## src/rtl/bfi_pkg.sv

```systemverilog
// bfi_pkg: shared types and constants for the brainfuck interpreter core
// holds command codes, run states, opcode characters, sequencer states and unit structs
// no dependencies
package bfi_pkg;

    localparam int BFI_PROG_DEPTH = 4096;
    localparam int BFI_TAPE_DEPTH = 32768;

    localparam int PC_W    = 13;
    localparam int DEPTH_W = 14;
    localparam int ALU_W   = 16;

    typedef enum logic [1:0] {
        CMD_LOAD    = 2'd0,
        CMD_EXEC    = 2'd1,
        CMD_RESTART = 2'd2
    } cmd_t;

    localparam logic [1:0] RUN_ACTIVE = 2'd0;
    localparam logic [1:0] RUN_END    = 2'd1;
    localparam logic [1:0] RUN_ERROR  = 2'd2;

    localparam logic [7:0] CH_PLUS  = 8'h2B;
    localparam logic [7:0] CH_MINUS = 8'h2D;
    localparam logic [7:0] CH_LT    = 8'h3C;
    localparam logic [7:0] CH_GT    = 8'h3E;
    localparam logic [7:0] CH_OPEN  = 8'h5B;
    localparam logic [7:0] CH_CLOSE = 8'h5D;
    localparam logic [7:0] CH_DOT   = 8'h2E;
    localparam logic [7:0] CH_COMMA = 8'h2C;

    typedef enum logic [3:0] {
        S_CLEAR,
        S_IDLE,
        S_FETCH,
        S_EXEC,
        S_ADVANCE,
        S_CHECK,
        S_FSTEP,
        S_FCHK,
        S_BCHK,
        S_BSTEP,
        S_BRD,
        S_EVAL,
        S_FINISH
    } bfi_state_t;

    typedef struct packed {
        logic [ALU_W-1:0] a;
        logic [ALU_W-1:0] b;
        logic             sub;
    } alu_req_t;

    typedef struct packed {
        logic [ALU_W-1:0] sum;
        logic             ge;
    } alu_rsp_t;

endpackage

```

## src/rtl/bfi_alu.sv

```systemverilog
// bfi_alu: shared add/subtract unit with unsigned compare flag
// depends on bfi_pkg
module bfi_alu
    import bfi_pkg::*;
(
    input  alu_req_t req,
    output alu_rsp_t rsp
);

    logic [ALU_W:0] full;

    assign full    = {1'b0, req.a} + {1'b0, (req.sub ? ~req.b : req.b)}
                   + {{ALU_W{1'b0}}, req.sub};
    assign rsp.sum = full[ALU_W-1:0];
    assign rsp.ge  = full[ALU_W];

endmodule

```

## config.mk

```make
export PLATFORM = sky130hd
export DESIGN_NAME = bfi_alu
export DESIGN_NICKNAME = d
export VERILOG_FILES = /design/src/rtl/bfi_pkg.sv /design/src/rtl/bfi_alu.sv
export SDC_FILE = /design/constraint.sdc
export NUM_CORES = 1
export LEC_CHECK = 0
export ABC_AREA = 1
export BUFFER_PORTS_ARGS = -buffer_cell sky130_fd_sc_hd__buf_2
export CAP_MARGIN = 20
export CORE_AREA = 10 10 58 60
export DETAILED_ROUTE_END_ITERATION = 8
export DIE_AREA = 0 0 68 70
export PLACE_DENSITY = 0.79
export SLEW_MARGIN = 20
export SYNTH_ARGS = -nofsm -noshare
export SYNTH_HDL_FRONTEND = slang
export SYNTH_SLANG_ARGS = --single-unit
export TNS_END_PERCENT = 5
```

## constraint.sdc

```tcl
create_clock -name vclk -period 1.8
set_input_delay 0.09 -clock vclk [all_inputs]
set_output_delay 0.09 -clock vclk [all_outputs]
set_load 0.005 [all_outputs]
```

======== Word level (Yosys, flattened, before mapping) ========
Cells that the tools add are included.
storage, ports and cells
  flip-flop bits (word level) ............. 0
  input bits .............................. 33
  output and inout bits ................... 17
  logic and storage cells ................. 4
operators by class
  $add $sub $neg .......................... 2
  mux-type cells .......................... 1
  bitwise gates (word level) .............. 1
operators with widths
  operator          number
  $add A16 B16 Y17  1
  $add A17 B1 Y17   1
  $mux W16          1
  $not A16 Y16      1

======== Depth between registers and ports, before layout ========
  word-level depth ........................ 4
  gate-level depth with buffers ........... 14
  depth with buffers taken out ............ 13

======== Worst setup path before layout ========
No wires, ideal clock.
  path kind ............................... input to output
  from .................................... input port req[0] (netlist name)
  to ...................................... output port rsp[15] (netlist name)
  data arrival time ....................... 1.492 ns
  required time ........................... 1.710 ns
  path slack .............................. 0.218 ns
  stages .................................. 12
  path buffers ............................ 2
  path through ............................ buf_6 buf_4 xor2_1 ha_1 nand2_1 o21ai_2 nand2_2 nand2_2 nand2_1 nand2_1 nand2_1 nand2_1
RTL lines
  item                RTL line      text
  start: declaration  bfi_alu.sv:6  input alu_req_t req,
  end: declaration    bfi_alu.sv:7  output alu_rsp_t rsp

==> flow_metrics.tcl <==
set metrics [dict create \
    outcome "finished, violations left" \
    violations "negative setup slack" \
    diodes 0 \
    wl_per_cell_um 13.3 \
    vias 1358 \
    initial_core_util 0.459 \
    grt_max_degree 11 \
    max_freq_ghz 0.555 \
    grt_remaining_overflow 0 \
    port_buffers 50 \
    design.seq.count 0 \
    setup.worst_path.class "primary input to output pin" \
    dieWidth_um 68 \
    finalPower_uw 796 \
    fin_util 0.693 \
    critPathLaunchType "primary input" \
    whs_ns 0.453 \
    rsz0062_at_grt "yes" \
    synth.distinct_cells 23 \
    mappedNetlistNets 233 \
    drc 0 \
    slew_headroom 0.821 \
    hp-start "req[17]" \
    drt_wl_total_mm 3.67 \
    drive_above_1_share 0.420 \
    power.density_nw_per_um2 490 \
    holdPathEnd "rsp[1]" \
    synth.area.mux_share 0 \
    cap_violations 0 \
    grt_pass1_wl_mm 5.20 \
    synth_area_um2 1070 \
    via_per_inst 4.94 \
    drt_iter0_drc 56 \
    yosysWarningCount 0 \
    drt_pass1_iterations 4 \
    p_leak_uw 0.000947 \
    synth_fa_ha_area_frac 0.205 \
    dp_worst_setup_slack_ns -0.0286 \
    vdd_ir_drop_max_v 0.000332 \
    seq_area_um2 0 \
    drtAntennaViolNets 0 \
    min_period_ns 1.80 \
    core_area_um2 2340 \
    nNetsFinal 297 \
    nFillCells 206 \
    grt_use_total 0.126 \
    synth-compound-area-share 0.121 \
    yosysSeqAreaShare 0 \
    setup_violations 1 \
    antenna_found_initial 0 \
    layout_commonest_cell "buf_2" \
    die_h_um 70 \
    rows 18 \
    gp_congestion 0.858 \
    min_path_cells 3 \
    dieArea_um2 4760 \
    synth_top_family_by_area "simple AND/OR/NAND/NOR gates" \
    slew_viol_final 0 \
    mostFrequentLayoutCells "49 x buf_2, 43 x nand2_1, 25 x inv_1" \
    nClkBuffers 0 \
    critPathMaxFanout 6 \
    crit_path_end_kind "output pin" \
    fin_ws_ns -0.00206 \
    worst_slew_pin_slew_ns 0.268 \
    syn-instance-count 183 \
    crit_arrival_ns 1.71 \
    critPathRequiredTime_ns 1.71 \
    avgSynthCellArea_um2 5.87 \
    hold_violations 0 \
    io_pins 50 \
    finalSetupTns_ns -0.00206 \
    area_delta_synth_final_pct 51.0 \
    first_global_vias 1255 \
    synth_simple_gate_area_frac 0.378 \
    hp-class "primary input to output pin" \
    yosys.area_share.xor_xnor 0.187 \
    dpl.hpwl_mm 2.75 \
    period_share 1.00 \
]
[power breakdown]
part | internal (uW) | total [uW] | leakage (uW) | switching (uW)
registers | 0 | 0 | 0 | 0
logic | 370 | 796 | 0.000947 | 425
clock network | 0 | 0 | 0 | 0
[synth_stat cells]
cell type  count  area share
nand2_1       54        0.19
inv_1         26       0.091
xor2_1        21        0.17
ha_1          16        0.19
nor2_1        14       0.049
a21oi_1       12       0.056
nand3_1        9       0.042
nand2_2        7       0.041
o21ai_0        5       0.023
a21o_1         2       0.014
and2_1         2       0.012
nand2_4        2       0.021
nand4_1        2       0.012
xnor2_1        2       0.016
a21oi_2        1      0.0082
buf_4          1      0.0070
buf_6          1       0.010
fa_1           1       0.019
nand3_2        1      0.0093
nor3_1         1      0.0047
o21ai_1        1      0.0047
o21ai_2        1      0.0082
o21bai_1       1      0.0070
[stage by stage]
| stage | cell area, um^2 | instances |
|---|---|---|
| after floorplan | 1070 | 183 |
| after global routing | 1620 | 275 |
| after CTS | 1420 | 269 |
| after detailed placement | 1410 | 268 |
| final | 1620 | 275 |
| after global placement | 1410 | 268 |
[how the worst max path moves through the flow]
stage / end / from / slack (ns) / depth (start not counted)
finish: rsp[0] / req[0] / -0.002 / 11
global route: rsp[16] / req[0] / -0.14 / 12
CTS: rsp[15] / req[0] / 0.004 / 13
detailed placement: rsp[15] / req[0] / -0.03 / 11
global placement: rsp[15] / req[0] / -0.005 / 11
floorplan: rsp[15] / req[0] / 0.22 / 12
[worst max-delay path, stage by stage]
cell	delay (ns)
buf_12	0.12
buf_12	0.13
xor2_1	0.16
ha_1	0.39
nand2_1	0.13
nor2_1	0.17
nand4_1	0.16
nand3_1	0.13
nand2_1	0.06
nand2_1	0.05
buf_2	0.10
[per-layer routing]
metal,wire length (um),vias up,track usage,share of wire
met5,0,-,0,0
met4,91,0,0.0134,0.025
met3,214,10,0.0112,0.058
met2,1860,50,0.218,0.51
met1,1500,596,0.164,0.41
li1,-,702,-,-
[logic make-up (layout without fill, tap and decap cells)]
| group | after synthesis | count (layout) |
|---|---|---|
| xor+xnor | 23 | 23 |
| fa+ha+maj | 17 | 17 |
| simple gates | 92 | 92 |
| compound gates | 23 | 23 |
| buf+inv | 28 | 90 |
[cell type report]
class	instances	area, um^2	area share
well taps	30	37.5	0.0231
repair buffers	64	404	0.249
inverters	26	97.6	0.0601
multi-input cells	155	1080	0.668
[repair_timing]
| action | 4_1_cts | 5_1_grt |
|---|---|---|
| setup buffers | 1 | 5 |
| gates resized for setup | 3 | 35 |
| hold buffers | 0 | 0 |
| cloned | 0 | 1 |
| pin swaps | 2 | 19 |
| endpoints found under the setup margin | 1 | 12 |
No activity file was read; power rests on OpenSTA's default activity.
