[src/rtl/bfi_ram.sv]
// bfi_ram: generic single write port, single read port memory with registered read
// no dependencies
module bfi_ram #(
    parameter int WIDTH = 8,
    parameter int DEPTH = 256
) (
    input  logic                     clk,
    input  logic                     we,
    input  logic [$clog2(DEPTH)-1:0] waddr,
    input  logic [WIDTH-1:0]         wdata,
    input  logic [$clog2(DEPTH)-1:0] raddr,
    output logic [WIDTH-1:0]         rdata
);

    logic [WIDTH-1:0] mem [DEPTH];

    always_ff @(posedge clk)
    begin
        if (we)
        begin
            mem[waddr] <= wdata;
        end
        rdata <= mem[raddr];
    end

endmodule

[config.mk]
export PLATFORM = sky130hd
export DESIGN_NAME = bfi_ram
export DESIGN_NICKNAME = d
export VERILOG_FILES = /design/src/rtl/bfi_ram.sv
export SDC_FILE = /design/constraint.sdc
export NUM_CORES = 2
export LEC_CHECK = 0
export BUFFER_PORTS_ARGS = -buffer_cell sky130_fd_sc_hd__buf_2
export CAP_MARGIN = 20
export CORE_MARGIN = 5
export CORE_UTILIZATION = 60
export DETAILED_ROUTE_END_ITERATION = 10
export PLACE_DENSITY = 0.79
export SYNTH_ARGS = -nofsm -noshare
export SYNTH_HDL_FRONTEND = slang
export SYNTH_SLANG_ARGS = --single-unit
[constraint.sdc]
create_clock -name clk -period 3.3 [get_ports clk]
set_input_delay 0.33 -clock clk [delete_from_list [all_inputs] [get_ports clk]]
set_output_delay 0.33 -clock clk [all_outputs]
set_load 0.02 [all_outputs]
# ---- Word-level counts from Yosys, hierarchy flattened
# Memory sizes are Yosys's and may differ from the RTL's. A register that Yosys moved wholly into a read port is not among the register bits.
# Index checks and enable logic that the tools add are counted.
# Widths: inputs -> output; s select.
dict set report word_totals {
  register_bits 0
  mem_bits_rw 2048
  in_bits 26
  out_inout_bits 8
  elab_cells 3
  n_memories 1
}
# memory words word_bits rd rd_ports_with_merged_regs write_ports line_no
set mem_list {}
lappend mem_list {mem 256 8 1 1 1 15} ;# logic [WIDTH-1:0] mem [DEPTH];
dict set report classes {
  muxes 2
}
# operator n
set ops {}
lappend ops {{$mux 1} 2}

# ---- Depth between registers and ports, before layout
dict set report logic_depth {
  ltp_word 2
  mapped_depth 11
  depth_no_buf 6
}

# ---- Worst setup path before layout
# Ideal clock, no wire load.
dict set report synth_timing {
  path_type {input-to-reg}
  from {in raddr[0]}
  to {reg rdata[2] (read register of mem)}
  arrival_ns 2.137
  t_required_ns 3.169
  setup_slack_ns 1.032
  cell_stages 9
  cell_sequence {buf_6 > buf_12 > buf_8 > buf_2 > mux4_2 > a22oi_1 > a21oi_1 > nor4_1 > nor4_2}
}
# item line_no
set synth_rtl {}
lappend synth_rtl {{start, declared} 11} ;# input logic [$clog2(DEPTH)-1:0] raddr,
lappend synth_rtl {{end, declared} 12} ;# output logic [WIDTH-1:0] rdata

==> Implementation_results.wiki <==
{| class="wikitable"
! Metric !! Value
|-
| Run status || completed
|-
| Setup repair after global routing missed its margin || no
|-
| Core Footprint || 132000 um2
|-
| Reg-to-Reg End || rdata[5]
|-
| CTS tree || yes
|-
| Main area contributors after synthesis || sky130_fd_sc_hd__edfxtp_1, sky130_fd_sc_hd__mux4_2, sky130_fd_sc_hd__mux2i_1
|-
| Buffers added on ports || 33
|-
| Number of cell instances on the worst register-to-register path || 6
|-
| Worst Tran Pin Value || 1100 ps
|-
| Number of DRC violations after detailed routing || 0
|-
| CP required || 3980 ps
|-
| Flop-to-flop setup slack || between 100 and 150 ps
|-
| Largest voltage drop on the vdd net || 0.687 mV
|-
| Hold_sp || wdata[0]
|-
| Synth Register Bits || 2056
|-
| Detailed placer's ending HPWL || 122000 um
|-
| Number of clock sinks seen by CTS || 2056
|-
| Number of fill cells || 7487
|-
| Capture point of the worst path || rdata[5]
|-
| Final critical-path required period || 3160 ps
|-
| Number of buffers on the longest clock path || 3
|-
| IO Pins || 34
|-
| Endpoints failing setup || 0
|-
| Critical-path maximum fanout || 1
|-
| Post-synthesis cell count || 3733
|-
| Area overhead of the layout relative to synthesis || 13.3%
|-
| Final Max Tran Viols || 0
|-
| Distinct cells, synth || 55
|-
| Setup TNS || 0 ps
|-
| Largest net degree at the start of global routing || between 100 and 150
|-
| Clock transition time at the flip-flop clock pins of the worst setup and hold paths || 60 ps
|-
| Number of antenna violations at the first check in global routing || 9
|-
| Skew-Pair Late Insertion Delay || 830 ps
|-
| Top cell type's share of synthesized area || roughly 77%
|-
| Per-cell routed wire length || 33.3 um
|-
| Final total power || between 50000 and 60000 uW
|-
| Reg-to-Reg Start || mem[67][5]
|-
| Critical path endpoint category || flop
|-
| Full die area || 140000 um2
|-
| CP arrival || 3840 ps
|-
| Number of vias in the routed layout || 41700
|-
| Row cnt || 133
|-
| EDFF count, synth || 2048
|-
| Combined flip-flop and latch cell area || just over 60000 um2
|-
| Proportion of layout cells with a drive suffix above 1 || 27.3%
|-
| Buffers inserted during post-CTS setup optimization || 0
|-
| Number of max-cap violations || 0
|-
| Crit path launch type || flop
|-
| Kind of critical path || flop to flop
|-
| Chain of cells forming the critical path || mux4_2, a22o_1, a221oi_1, o32ai_1, nor3_1, nor4_1
|-
| Via count of the first global-routing pass || 41800
|-
| Routability Congestion || 0.884
|-
| Syn_nets || 3759
|-
| Resized Gates After CTS || 0
|-
| Final net count || 4150
|-
| Post-synth design cell area || 79600 um2
|-
| Average cell area after synthesis || 21.3 um2
|-
| First-pass iteration count of the detailed router || 6
|-
| Number of hold violations in the final report || 0
|-
| Async set-reset flop share out of synthesis || 0%
|-
| Antenna-violating nets left || 0
|-
| Clock Skews || 36.1 ps
|-
| Number of buffers created by CTS || 195
|-
| Routed wire length || 201000 um
|-
| H-tree Lvls || 4
|-
| Max incr delay on CP || ~740 ps
|-
| Startpoint of the most critical setup path || mem[67][5]
|-
| Prevailing post-synth register cell || sky130_fd_sc_hd__edfxtp_1
|-
| Fraction of the cycle the final worst path needs || 95.8%
|-
| Leak pwr || 0.0286 uW
|-
| Root Driver || sky130_fd_sc_hd__clkbuf_16
|-
| Most area-hungry cell type in the Yosys netlist || sky130_fd_sc_hd__edfxtp_1
|-
| Classification of the worst-slack hold path || input pin to flop
|-
| Initial DRC count || about 6800
|-
| Relative slew margins || 26.8%
|-
| Die Wd || 374 um
|-
| Power Density || 587 nW/um2
|-
| Achievable frequency || 0.316 GHz
|-
| Critical path's slowest cell || sky130_fd_sc_hd__a221oi_1
|-
| GRT Resource Usage Total || 28.8%
|-
| Global-route wire length before repair || 292000 um
|-
| Least setup slack across all paths after layout || 140 ps
|-
| Die height || 374 um
|-
| Post-CTS Hold Fix Bufs || 0
|-
| Synth Warn # || 0
|-
| Footprint of the multi-input gates || roughly 16000 um2
|-
| Via count normalized by instance count || 6.90
|-
| Initial Utilization || between 60% and 70%
|-
| Sequential fraction of the synthesis area || 77.5%
|-
| Setup slack after placement || -345 ps
|-
| Grt ovf || 0
|}
==> worst min path at each step <==
stage                        to  cells after the start
finish              mem[242][0]                      1
global route        mem[151][1]                      3
CTS                 mem[151][0]                      3
detailed placement     rdata[6]                      1
global placement       rdata[6]                      1
floorplan             mem[0][0]                      0
==> through the flow <==
stage	utilization (%)	instance area (um2)	hold WS [ps]	cells
floorplan	-	79600	429	3733
global placement	63.9	84100	844	5681
detailed placement	63.9	84100	828	5681
CTS	68.5	90100	89.1	6037
global route	68.5	90100	132	6039
finish	68.5	90100	136	6041
==> cells in the final DEF, fill, tap and decap left out, drive strengths merged, types with 7 or more instances in the layout <==
cell type and n:
a211oi 16, mux4 456, nor3 22, a21oi 96, nand4 10, nor2 282, nand3 34, o22ai 28
nand2b 8, a22o 8, a22oi 133, edfxtp 2048, a221oi 14, nor4 27, nor2b 31, dfxtp 8
mux2i 134, o211ai 10, inv 13, clkbuf 264, clkinvlp 7, buf 418, clkinv 77, nand2 33
o221ai 47, o21ai 12
==> state kept, by name, summed over array words and instances (netlist names) <==
| register | cells |
|---|---|
| rdata | 8 |
| mem | 2048 |
==> metal layers <==
| metal | vias up | routed length, um | track usage (%) |
|---|---|---|---|
| li1 | 16500 | - | - |
| met1 | 21300 | 69700 | 40.2 |
| met2 | 3316 | 95700 | 44.6 |
| met3 | 553 | 26500 | 7.39 |
| met4 | 4 | 9550 | 11.7 |
| met5 | - | 23 | 0 |
==> kinds of logic (layout without fill, tap and decap cells) <==
family	Yosys count	after routing	share of synthesized area [%]
simple gates	466	466	2.63
mux	591	591	14.6
compound gates	385	385	3.42
other cells	0	3	0
flops	2056	2056	77.5
buf+inv	235	785	1.83
==> worst max-delay path, delay by kind of cell (launching register included) <==
kind	cells	cell delay [ps]
compound gates	3	1310
flops	1	410
mux	1	540
simple gates	2	760
==> area by class of cell <==
cell class / count / area share [%]
Antenna cell: 3 / 0.00833
Inverter: 2 / 0.00833
Tap cell: 1755 / 2.44
Timing Repair Buffer: 427 / 4.21
Multi-Input combinational cell: 1442 / 18.3
Clock inverter: 101 / 0.800
Clock buffer: 255 / 5.85
Sequential cell: 2056 / 68.4
==> power by group <==
part	internal [uW]	switching [uW]
Sequential	28800	63.9
Clock	11700	9530
Combinational	1020	1790
==> synthesized netlist by cell type, types with 10 or more instances <==
master / n
sky130_fd_sc_hd__nor2b_1: 31
sky130_fd_sc_hd__o221ai_1: 46
sky130_fd_sc_hd__edfxtp_1: 2048
sky130_fd_sc_hd__a21oi_1: 96
sky130_fd_sc_hd__o22ai_1: 28
sky130_fd_sc_hd__nor4_1: 24
sky130_fd_sc_hd__buf_4: 27
sky130_fd_sc_hd__a211oi_1: 16
sky130_fd_sc_hd__nand4_1: 10
sky130_fd_sc_hd__nor3_1: 22
sky130_fd_sc_hd__mux4_2: 454
sky130_fd_sc_hd__o211ai_1: 10
sky130_fd_sc_hd__nand3_1: 34
sky130_fd_sc_hd__buf_2: 31
sky130_fd_sc_hd__buf_6: 21
sky130_fd_sc_hd__nor2_1: 282
sky130_fd_sc_hd__a22oi_1: 133
sky130_fd_sc_hd__mux2i_1: 134
sky130_fd_sc_hd__o21ai_0: 10
sky130_fd_sc_hd__a221oi_1: 13
sky130_fd_sc_hd__buf_1: 22
sky130_fd_sc_hd__nand2_1: 33
sky130_fd_sc_hd__buf_8: 13
sky130_fd_sc_hd__clkbuf_1: 111
No activity file was read; power rests on OpenSTA's default activity.
